[src/rtl/core/hsp_pkg.sv]
`timescale 1ns / 1ps

package hsp_pkg;

    // coefficient width after sign extension and negation (-2^31 negates to +2^31)
    localparam int COEF_W    = 33;
    localparam int REG_W     = 32;
    localparam int FRAC_BITS = 40;
    localparam int ADDR_W    = 5;
    localparam int PIPE_LAT  = 4;

    typedef enum logic [2:0] {
        REG_SHIFT_X   = 3'd0,
        REG_SHIFT_Y   = 3'd1,
        REG_SHIFT_Z   = 3'd2,
        REG_SCALE_ADJ = 3'd3,
        REG_ROT_X     = 3'd4,
        REG_ROT_Y     = 3'd5,
        REG_ROT_Z     = 3'd6,
        REG_REVERSE   = 3'd7
    } hsp_reg_idx_t;

    localparam logic [REG_W-1:0] RST_SHIFT_X   = -32'sd29258416;
    localparam logic [REG_W-1:0] RST_SHIFT_Y   = 32'sd8202289;
    localparam logic [REG_W-1:0] RST_SHIFT_Z   = -32'sd35524444;
    localparam logic [REG_W-1:0] RST_SCALE_ADJ = 32'sd22528330;
    localparam logic [REG_W-1:0] RST_ROT_X     = -32'sd800653;
    localparam logic [REG_W-1:0] RST_ROT_Y     = -32'sd1316649;
    localparam logic [REG_W-1:0] RST_ROT_Z     = -32'sd4488884;

    // effective parameter set as seen by the row datapaths
    typedef struct packed {
        logic signed [COEF_W-1:0] s;
        logic signed [COEF_W-1:0] rx;
        logic signed [COEF_W-1:0] ry;
        logic signed [COEF_W-1:0] rz;
        logic signed [COEF_W-1:0] nrx;
        logic signed [COEF_W-1:0] nry;
        logic signed [COEF_W-1:0] nrz;
        logic signed [COEF_W-1:0] dx;
        logic signed [COEF_W-1:0] dy;
        logic signed [COEF_W-1:0] dz;
    } hsp_coef_t;

    function automatic logic signed [COEF_W-1:0] coef_eff(
        input logic [REG_W-1:0] value,
        input logic             neg
    );
        logic signed [COEF_W-1:0] ext;
        ext = COEF_W'($signed(value));
        return neg ? -ext : ext;
    endfunction

endpackage

[src/rtl/core/hsp_regs.sv]
`timescale 1ns / 1ps

module hsp_regs
    import hsp_pkg::*;
(
    input  logic              clk,
    input  logic              rst_n,
    input  logic              psel,
    input  logic              penable,
    input  logic              pwrite,
    input  logic [ADDR_W-1:0] paddr,
    input  logic [REG_W-1:0]  pwdata,
    output logic [REG_W-1:0]  prdata,
    output logic              pready,
    output hsp_coef_t         coef
);

    logic [REG_W-1:0] shift_x_reg;
    logic [REG_W-1:0] shift_y_reg;
    logic [REG_W-1:0] shift_z_reg;
    logic [REG_W-1:0] scale_adj_reg;
    logic [REG_W-1:0] rot_x_reg;
    logic [REG_W-1:0] rot_y_reg;
    logic [REG_W-1:0] rot_z_reg;
    logic             reverse_reg;
    logic             wr_en;
    hsp_reg_idx_t     idx;

    assign pready = 1'b1;
    assign wr_en  = psel & penable & pwrite & pready;
    assign idx    = hsp_reg_idx_t'(paddr[ADDR_W-1:2]);

    always_ff @(posedge clk or negedge rst_n)
    begin
        if (!rst_n)
        begin
            shift_x_reg   <= RST_SHIFT_X;
            shift_y_reg   <= RST_SHIFT_Y;
            shift_z_reg   <= RST_SHIFT_Z;
            scale_adj_reg <= RST_SCALE_ADJ;
            rot_x_reg     <= RST_ROT_X;
            rot_y_reg     <= RST_ROT_Y;
            rot_z_reg     <= RST_ROT_Z;
            reverse_reg   <= 1'b0;
        end
        else if (wr_en)
        begin
            case (idx)
                REG_SHIFT_X:   shift_x_reg   <= pwdata;
                REG_SHIFT_Y:   shift_y_reg   <= pwdata;
                REG_SHIFT_Z:   shift_z_reg   <= pwdata;
                REG_SCALE_ADJ: scale_adj_reg <= pwdata;
                REG_ROT_X:     rot_x_reg     <= pwdata;
                REG_ROT_Y:     rot_y_reg     <= pwdata;
                REG_ROT_Z:     rot_z_reg     <= pwdata;
                REG_REVERSE:   reverse_reg   <= pwdata[0];
                default:       ;
            endcase
        end
    end

    always_comb
    begin
        case (idx)
            REG_SHIFT_X:   prdata = shift_x_reg;
            REG_SHIFT_Y:   prdata = shift_y_reg;
            REG_SHIFT_Z:   prdata = shift_z_reg;
            REG_SCALE_ADJ: prdata = scale_adj_reg;
            REG_ROT_X:     prdata = rot_x_reg;
            REG_ROT_Y:     prdata = rot_y_reg;
            REG_ROT_Z:     prdata = rot_z_reg;
            REG_REVERSE:   prdata = {{(REG_W-1){1'b0}}, reverse_reg};
            default:       prdata = '0;
        endcase
    end

    // reverse flips the sign of every parameter; the negated rotations feed
    // the antisymmetric terms of the rotation matrix
    always_comb
    begin
        coef.s   = coef_eff(scale_adj_reg, reverse_reg);
        coef.rx  = coef_eff(rot_x_reg, reverse_reg);
        coef.ry  = coef_eff(rot_y_reg, reverse_reg);
        coef.rz  = coef_eff(rot_z_reg, reverse_reg);
        coef.nrx = coef_eff(rot_x_reg, ~reverse_reg);
        coef.nry = coef_eff(rot_y_reg, ~reverse_reg);
        coef.nrz = coef_eff(rot_z_reg, ~reverse_reg);
        coef.dx  = coef_eff(shift_x_reg, reverse_reg);
        coef.dy  = coef_eff(shift_y_reg, reverse_reg);
        coef.dz  = coef_eff(shift_z_reg, reverse_reg);
    end

endmodule

[config.mk]
export PLATFORM = sky130hd
export DESIGN_NAME = hsp_regs
export DESIGN_NICKNAME = d
export VERILOG_FILES = /design/src/rtl/core/hsp_pkg.sv /design/src/rtl/core/hsp_regs.sv
export SDC_FILE = /design/constraint.sdc
export NUM_CORES = 1
export LEC_CHECK = 0
export BUFFER_PORTS_ARGS = -buffer_cell sky130_fd_sc_hd__clkbuf_2
export CORE_ASPECT_RATIO = 2
export CORE_MARGIN = 4
export CORE_UTILIZATION = 50
export DETAILED_ROUTE_END_ITERATION = 8
export GPL_TIMING_DRIVEN = 0
export PLACE_DENSITY = 0.75
export SETUP_SLACK_MARGIN = 0.5
export SLEW_MARGIN = 20
export SYNTH_ARGS = -nofsm -noshare
export SYNTH_HDL_FRONTEND = slang
export SYNTH_SLANG_ARGS = --single-unit
[constraint.sdc]
create_clock -name clk -period 2.6 [get_ports clk]
set_clock_uncertainty 0.2 [all_clocks]
set_input_delay 0.52 -clock clk [delete_from_list [all_inputs] [get_ports clk]]
set_output_delay 0.52 -clock clk [all_outputs]
set_load 0.03 [all_outputs]
==> results of run 1 <==
## kinds of logic after synthesis
family,after synthesis,share of synthesized area [%]
muxes,277,18.1
and+or+nand+nor,433,12.7
adders and majority gates,7,0.506
buffers and inverters,219,5.27
xor gates and xnor gates,299,15.1
AOI/OAI and AO/OA,380,14.8
DFF,225,33.4
other,1,0.0217
## metrics by stage
| stage | hold WS [ps] | utilization [%] | worst slack, ps | instance area, um^2 | setup TNS, ps |
|---|---|---|---|---|---|
| after floorplan | 24.4 | - | -146 | 21900 | -7490 |
| after global placement | 335 | 71.6 | -4030 | 24500 | -859420 |
| after detailed placement | 311 | 71.8 | -1150 | 24600 | -215550 |
==> impl_metrics.toml, run 1 <==
[run_status]
outcome = "did not finish"
stopping_stage = "clock tree synthesis"
error_message = "[ERROR DPL-0038] Utilization greater than 100%, impossible to legalize"

[synth]
top_post_synthesis_cells_by_area = "dfstp_2 18%, dfrtp_1 15%, mux2_2 14%, xnor2_1 9.9%, xor2_1 5.3%"
synth_area_leader_cell = "dfstp_2"
yosys_most_used_dff = "dfstp_2"
post_synth_most_frequent_cells = "220 x mux2_2, 195 x xnor2_1, 135 x clkbuf_1"
postSynthNetCount = 1890
synth_cells = 1841
syn_area_um2 = 17300
synth_top_area_share_pct = 18.4
seq_area_frac_synth_pct = 33.4
warnings_synthesis = 0
synth.avg_cell_area_um2 = 9.40
ys_async_sr_fraction_pct = 100
synth.lib_cells_used.distinct = 63
synth_seq_cells = 225
synth-edff-count = 0
yosys.cell_count.top_type = "mux2_2"

[clocking]
clock_tree.htree_level_count = 1
cts_hold_buffers = 1
number_of_gates_resized_after_cts = 1494
post_cts.repair.setup_buffers = 308
max-clock-path-buffers = 3
cts_num_sinks = 225
cts_root_buffer = "clkbuf_16"
cts_made_buffers = 21

[floorplan]
die_y_um = 271
die-width_um = 140
start_util_pct = 50.5
top_level_ports = 405
core.rowCount = 96

[placed_design]
io_buffer_count = 400
dp.final_hpwl_um = 65900
finalWeightedCongestion = 1.02
dp_cells = 2685
==> run 2: changes to the inputs <==
--- a/config.mk
+++ b/config.mk
@@ -6,13 +6,11 @@
 export NUM_CORES = 1
 export LEC_CHECK = 0
 export BUFFER_PORTS_ARGS = -buffer_cell sky130_fd_sc_hd__clkbuf_2
-export CORE_ASPECT_RATIO = 2
 export CORE_MARGIN = 4
-export CORE_UTILIZATION = 50
+export CORE_UTILIZATION = 40
 export DETAILED_ROUTE_END_ITERATION = 8
 export GPL_TIMING_DRIVEN = 0
-export PLACE_DENSITY = 0.75
-export SETUP_SLACK_MARGIN = 0.5
+export PLACE_DENSITY_LB_ADDON = 0.15
 export SLEW_MARGIN = 20
 export SYNTH_ARGS = -nofsm -noshare
 export SYNTH_HDL_FRONTEND = slang
==> constraint.sdc (replaced) <==
create_clock -name clk -period 3.4 [get_ports clk]
set_clock_uncertainty 0.2 [all_clocks]
set_input_delay 0.68 -clock clk [delete_from_list [all_inputs] [get_ports clk]]
set_output_delay 0.68 -clock clk [all_outputs]
set_load 0.03 [all_outputs]
==> run 2 against run 1 <==
Effect of this change: the flow now finishes, with violations (negative setup slack); synthesized cell count unchanged; synthesized area unchanged.
==> impl_metrics.toml, run 2 <==
[run_status]
outcome = "finished with violations"
failed_checks = "negative setup slack"

[cells_and_area]
post-route-util_pct = 64.0
mostFrequentLayoutCells = "261 x buf_4, 237 x clkbuf_2, 218 x mux2_2"
final_layout_size_suffix_gt1_share_pct = 62.8
layout.cells.most_common = "buf_4"
filler_free_cell_count_of_the_finished_design = 3000
synthesis_to_finish_area_growth_pct = 56.6
final_net_count = 2450

[route]
post_drt_via_cell_ratio = 6.22
drt-total-wl_um = 91600
first_iter_violations = 2278
drt_drc_violations_left = 0
detailedRoute.firstPassIterationCount = 6
count_of_nets_left_with_antenna_violations_after_detail_routing = 0
route.detailed.wl_per_inst_um = 30.5
route.vias.total = 18700

[critical_path]
reg2reg_depth = 4
critical_path_peak_fanout = 3
timing.critical_path.to_type = "primary output"
setup.worst_path.class = "reg2out"
worst-endpoint-required_ps = 2520
critPathArrivalTime_ps = 2830
r2r_setup_slack_ps = 1670
startpoint_type = "flop"

[clocking]
cts_num_sinks = 225
clk_pin_slew_worst_paths_ps = 70
max-clock-path-buffers = 3
tritoncts = "built"
clock_tree.htree_level_count = 1
cts_made_buffers = 26
cts_root_buffer = "clkbuf_16"
insertion_delay_ps = 550

[synth]
synth.lib_cells_used.distinct = 63
top_post_synthesis_cells_by_area = "dfstp_2 18%, dfrtp_1 15%, mux2_2 14%, xnor2_1 9.9%, xor2_1 5.3%"
ys_async_sr_fraction_pct = 100
synth_top_area_share_pct = 18.4
post_synth_most_frequent_cells = "220 x mux2_2, 195 x xnor2_1, 135 x clkbuf_1"
synth-edff-count = 0
syn_area_um2 = 17300
synth.avg_cell_area_um2 = 9.40
synth_area_leader_cell = "dfstp_2"
seq_area_frac_synth_pct = 33.4
yosys_most_used_dff = "dfstp_2"
postSynthNetCount = 1890
warnings_synthesis = 0
synth_seq_cells = 225
yosys.cell_count.top_type = "mux2_2"
synth_cells = 1841

[sta]
final-setup-viol-count = 90
worst_slew_margin_rel_pct = 40.1
final_period_minus_worst_setup_slack_ps = 3710
post-route-worst-setup-slack_ps = -313
rsz_0062_raised_after_global_routing = "yes"
hold_viol = 0
maxClockFrequency_ghz = 0.269
layout_worst_path_cycle_share_pct = 109
maxSlewViolCount = 0
tightestPinTransition_ps = 890

[floorplan]
core.rowCount = 75
die_y_um = 216
die-width_um = 216
die-area_um2 = 46700
design.core.area_um2 = 42300
start_util_pct = 40.9
top_level_ports = 405

[power]
clock_power_share_pct = 13.7
power.net_switching_uw = 11600
pwr_density_cell_nw_per_um2 = 829
seqPwrFrac_pct = 21.2
power.combinational.fraction_pct = 65.1
p_sw_share_pct = 51.8
power_leakage_uw = 0.0114
total_power_uw = 22500
ir_worst_vdd_mv = 0.542
internal-power_uw = 10800

[grt]
grt_use_total_pct = 36.0
first_global_vias = 17800
antenna_violations_before_repair = 4
global_route.overflow_total = 0
grt_first_pass_wirelength_um = 125000
grt_start_max_net_pins = 90

[placed_design]
io_buffer_count = 400
finalWeightedCongestion = 0.983
dp.final_hpwl_um = 65600
dp_cells = 2822

[min_path]
hp-class = "in2reg"
worst_hold_path.num_cells = 3

[flow_run]
max_cap_violations = 0
==> run 2: path summary, 6_finish.rpt <==
check                                     to         startpoint
max reg2reg                      reverse_reg        reverse_reg
min                          shift_x_reg[31]         pwdata[31]
min in group asynchronous  scale_adj_reg[27]              rst_n
max in group asynchronous   scale_adj_reg[2]              rst_n
min reg2reg                   shift_y_reg[1]     shift_y_reg[1]
max                                coef[327]  scale_adj_reg[20]
==> run 2: cell type report <==
class,count,area [um^2]
Antenna cell,2,5.00
Buffer,126,980
Clock buffer,32,724
Clock inverter,16,196
Fill cell,3394,15200
Inverter,27,108
Multi-Input combinational cell,1399,14000
Sequential cell,225,5850
Tap cell,577,722
Timing Repair Buffer,596,4560
==> run 2: repair_timing <==
item,in CTS,in global routing
gates resized for setup,670,577
setup endpoints to repair,352,242
hold buffers,1,0
cloned,8,5
pin swaps,126,157
buffers inserted,114,68
endpoints found under the hold margin,14,0
==> run 2: power groups by stage <==
stage | Clock, uW | Combinational, uW | Sequential [uW]
6_report | 3090 | 14600 | 4760
3_3_place_gp | 0 | 11300 | 4210
3_5_place_dp | 0 | 11300 | 4230
5_1_grt | 3190 | 15100 | 4800
2_1_floorplan | 0 | 7920 | 3920
4_1_cts | 3090 | 13100 | 4580
==> run 2: critical path, cell delays in order, from the launching register on <==
cell,delay [ps]
dfstp_2,380
or4_4,540
or3_4,460
o31a_1,320
a2111o_1,390
buf_8,180
==> run 2: cell families (layout without fill, tap and decap cells) <==
kind of cell / after synthesis / count (layout) / share of synthesized area, %
adders and majority gates: 7 / 7 / 0.506
muxes: 277 / 277 / 18.1
xor gates and xnor gates: 299 / 299 / 15.1
AOI/OAI and AO/OA: 380 / 380 / 14.8
other: 1 / 3 / 0.0217
buffers and inverters: 219 / 797 / 5.27
DFF: 225 / 225 / 33.4
and+or+nand+nor: 433 / 435 / 12.7
==> run 2: metal layers <==
| metal | track usage [%] | wire length [um] | share of wire [%] |
|---|---|---|---|
| met3 | 5.12 | 8250 | 9.0 |
| met4 | 12.7 | 3920 | 4.3 |
| met2 | 59.5 | 43600 | 48 |
| met1 | 48.3 | 35800 | 39 |
| met5 | 0 | 21 | 0.023 |
==> run 2: per-stage QoR <==
stage                     instance area, um^2  setup slack [ps]  setup TNS [ps]  hold slack (ps)
after floorplan                         17300              13.6               0              184
after global placement                  20000             -3140         -650070              315
after detailed placement                20100             -1160         -126540              323
after CTS                               24700              -244           -4850              278
after global routing                    27100              -316          -13330              327
final                                   27100              -313           -8360              297
No activity file was read; power rests on OpenSTA's default activity.
==> run 3: changes to the inputs <==
--- a/config.mk
+++ b/config.mk
@@ -6,7 +6,7 @@
 export NUM_CORES = 1
 export LEC_CHECK = 0
 export BUFFER_PORTS_ARGS = -buffer_cell sky130_fd_sc_hd__clkbuf_2
-export CORE_MARGIN = 4
+export CAP_MARGIN = 20
 export CORE_UTILIZATION = 40
 export DETAILED_ROUTE_END_ITERATION = 8
 export GPL_TIMING_DRIVEN = 0
==> constraint.sdc (replaced) <==
create_clock -name clk -period 3.5 [get_ports clk]
set_clock_uncertainty 0.2 [all_clocks]
set_input_delay 0.7 -clock clk [delete_from_list [all_inputs] [get_ports clk]]
set_output_delay 0.7 -clock clk [all_outputs]
set_load 0.03 [all_outputs]
==> run 3 against run 2 <==
Effect of this change: the flow still finishes with violations (negative setup slack); global-route usage increased by 1.6 points; sequential power fell by 4%; via count is 2.8% lower; first-iteration DRC count is 6.1% lower; wire length fell by 5.9%; critical endpoint is now coef[323]; largest cell class unchanged; largest power group unchanged.
==> impl_metrics.toml, run 3 (synthesized netlist as in run 2, its figures left out) <==
[run_status]
outcome = "finished with violations"
failed_checks = "negative setup slack"

[cells_and_area]
mostFrequentLayoutCells = "279 x clkbuf_2, 231 x buf_4, 220 x mux2_2"
antenna_cells = 0
synthesis_to_finish_area_growth_pct = 43.5
final_net_count = 2410
final_layout_size_suffix_gt1_share_pct = 56.8
layout.cells.most_common = "clkbuf_2"

[clocking]
clk_pin_slew_worst_paths_ps = 60
cts_root_buffer = "clkbuf_16"
cts_made_buffers = 26
clock_tree.htree_level_count = 1
max-clock-path-buffers = 3
cts_num_sinks = 225
tritoncts = "built"
insertion_delay_ps = 550

[route]
detailedRoute.firstPassIterationCount = 6
drt-total-wl_um = 86200
first_iter_violations = 2139
count_of_nets_left_with_antenna_violations_after_detail_routing = 0
route.vias.total = 18100
drt_drc_violations_left = 0
post_drt_via_cell_ratio = 6.13
route.detailed.wl_per_inst_um = 29.1

[grt]
antenna_violations_before_repair = 2
first_global_vias = 17600
grt_use_total_pct = 37.6
grt_first_pass_wirelength_um = 121000
grt_start_max_net_pins = 89
gr-usage-met3_pct = 6.36
grt.busiest_layer = "met2"
met1_grt_util_pct = 49.0
use_met2_pct = 60.8
global_route.overflow_total = 0

[critical_path]
critical_path_peak_fanout = 10
startpoint_type = "flop"
worst-endpoint-required_ps = 2600
crit_path_top_delay_cell = "or4_4"
timing.critical_path.slowest_cell_delay_ps = 530
critPathArrivalTime_ps = 2720
timing.critical_path.to_type = "primary output"
worstPathCellList = "or4_4 > or3_4 > buf_12 > o41ai_4 > xnor2_1 > buf_4"
setup.worst_path.class = "reg2out"

[floorplan]
design.core.area_um2 = 42300
top_level_ports = 405
die-area_um2 = 44100
core.rowCount = 75
die-width_um = 210
start_util_pct = 40.9
die_y_um = 210

[sta]
maxClockFrequency_ghz = 0.277
rsz_0062_raised_after_global_routing = "yes"
tightestPinTransition_ps = 962
hold_ws_ps = 320
final_period_minus_worst_setup_slack_ps = 3620
post-route-worst-setup-slack_ps = -116
maxSlewViolCount = 0
layout_worst_path_cycle_share_pct = 103
worst_slew_margin_rel_pct = 35.5
hold_viol = 0
setup_total_negative_slack_ps = -1260
final-setup-viol-count = 34

[min_path]
hp-class = "in2reg"

[power]
power_leakage_uw = 0.0106
total_power_uw = 20300
pwr_density_cell_nw_per_um2 = 816
ir_worst_vdd_mv = 0.509

[flow_run]
max_cap_violations = 0

[placed_design]
dp.final_hpwl_um = 63900
finalWeightedCongestion = 0.974
dpl_worst_slack_ps = -1060
io_buffer_count = 400
run 3: cell types whose count changed in the layout (fill, tap and decap cells not counted), sizes merged, moves of 2 or more:
cell,previous run,this run
bufinv,4,2
diode,2,0
clkbuf,360,409
clkinv,10,8
buf,393,312
run 3: metal layers:
metal | vias up | wire [um] | share of wire, %
met2 | 1078 | 39700 | 46
li1 | 7679 | - | -
met1 | 9135 | 35000 | 41
met3 | 246 | 7060 | 8.2
met4 | 4 | 4440 | 5.1
met5 | - | 32 | 0.037
run 3: area by class of cell:
cell class              count  area (um^2)
repair buffers            554         3730
well taps                 577          722
fillers                  3722        17500
clock inverters            10          106
clock buffers              38          757
flip-flops and latches    225         5830
plain buffers             130          876
inverters                  27          108
multi-input cells        1397        12700
run 3: worst paths after layout:
check	cells after the start	to	from	slack, ps
setup / recovery	6	coef[323]	scale_adj_reg[19]	-120
hold / removal	3	shift_x_reg[31]	pwdata[31]	320
setup reg to reg	4	reverse_reg	reverse_reg	1660
hold reg to reg	2	shift_x_reg[31]	shift_x_reg[31]	360
max in group asynchronous	4	rot_x_reg[29]	rst_n	1320
min in group asynchronous	2	shift_y_reg[1]	rst_n	500
run 3: power breakdown:
| group | total, uW | switching (uW) | internal, uW | leakage [uW] |
|---|---|---|---|---|
| sequential | 4590 | 1230 | 3360 | 0.00254 |
| clock | 2820 | 1180 | 1650 | 0.000426 |
| combinational | 12900 | 8220 | 4640 | 0.00767 |
run 3: what timing repair did:
item	4_1_cts	5_1_grt
gates resized for setup	504	330
setup buffers	85	60
pin swaps	82	78
hold buffers	1	0
endpoints found under the setup margin	350	214
hold endpoints to repair	11	0
cloned	5	0
run 3: critical path: cells and delay by family (launching register included):
kind	cells	cell delay, ps
AND/OR/NAND/NOR	2	910
XOR/XNOR	1	160
buffers and inverters	2	360
flip-flops	1	390
AO/OA/AOI/OAI	1	330
run 3: through the flow:
| step | utilization, % | std cells | cell area [um^2] |
|---|---|---|---|
| after detailed placement | 47.5 | 2821 | 20100 |
| final | 58.7 | 2958 | 24800 |
| after global placement | 47.3 | 2818 | 20000 |
| after CTS | 55.6 | 2909 | 23500 |
| after global routing | 58.7 | 2958 | 24800 |
| after floorplan | - | 1841 | 17300 |
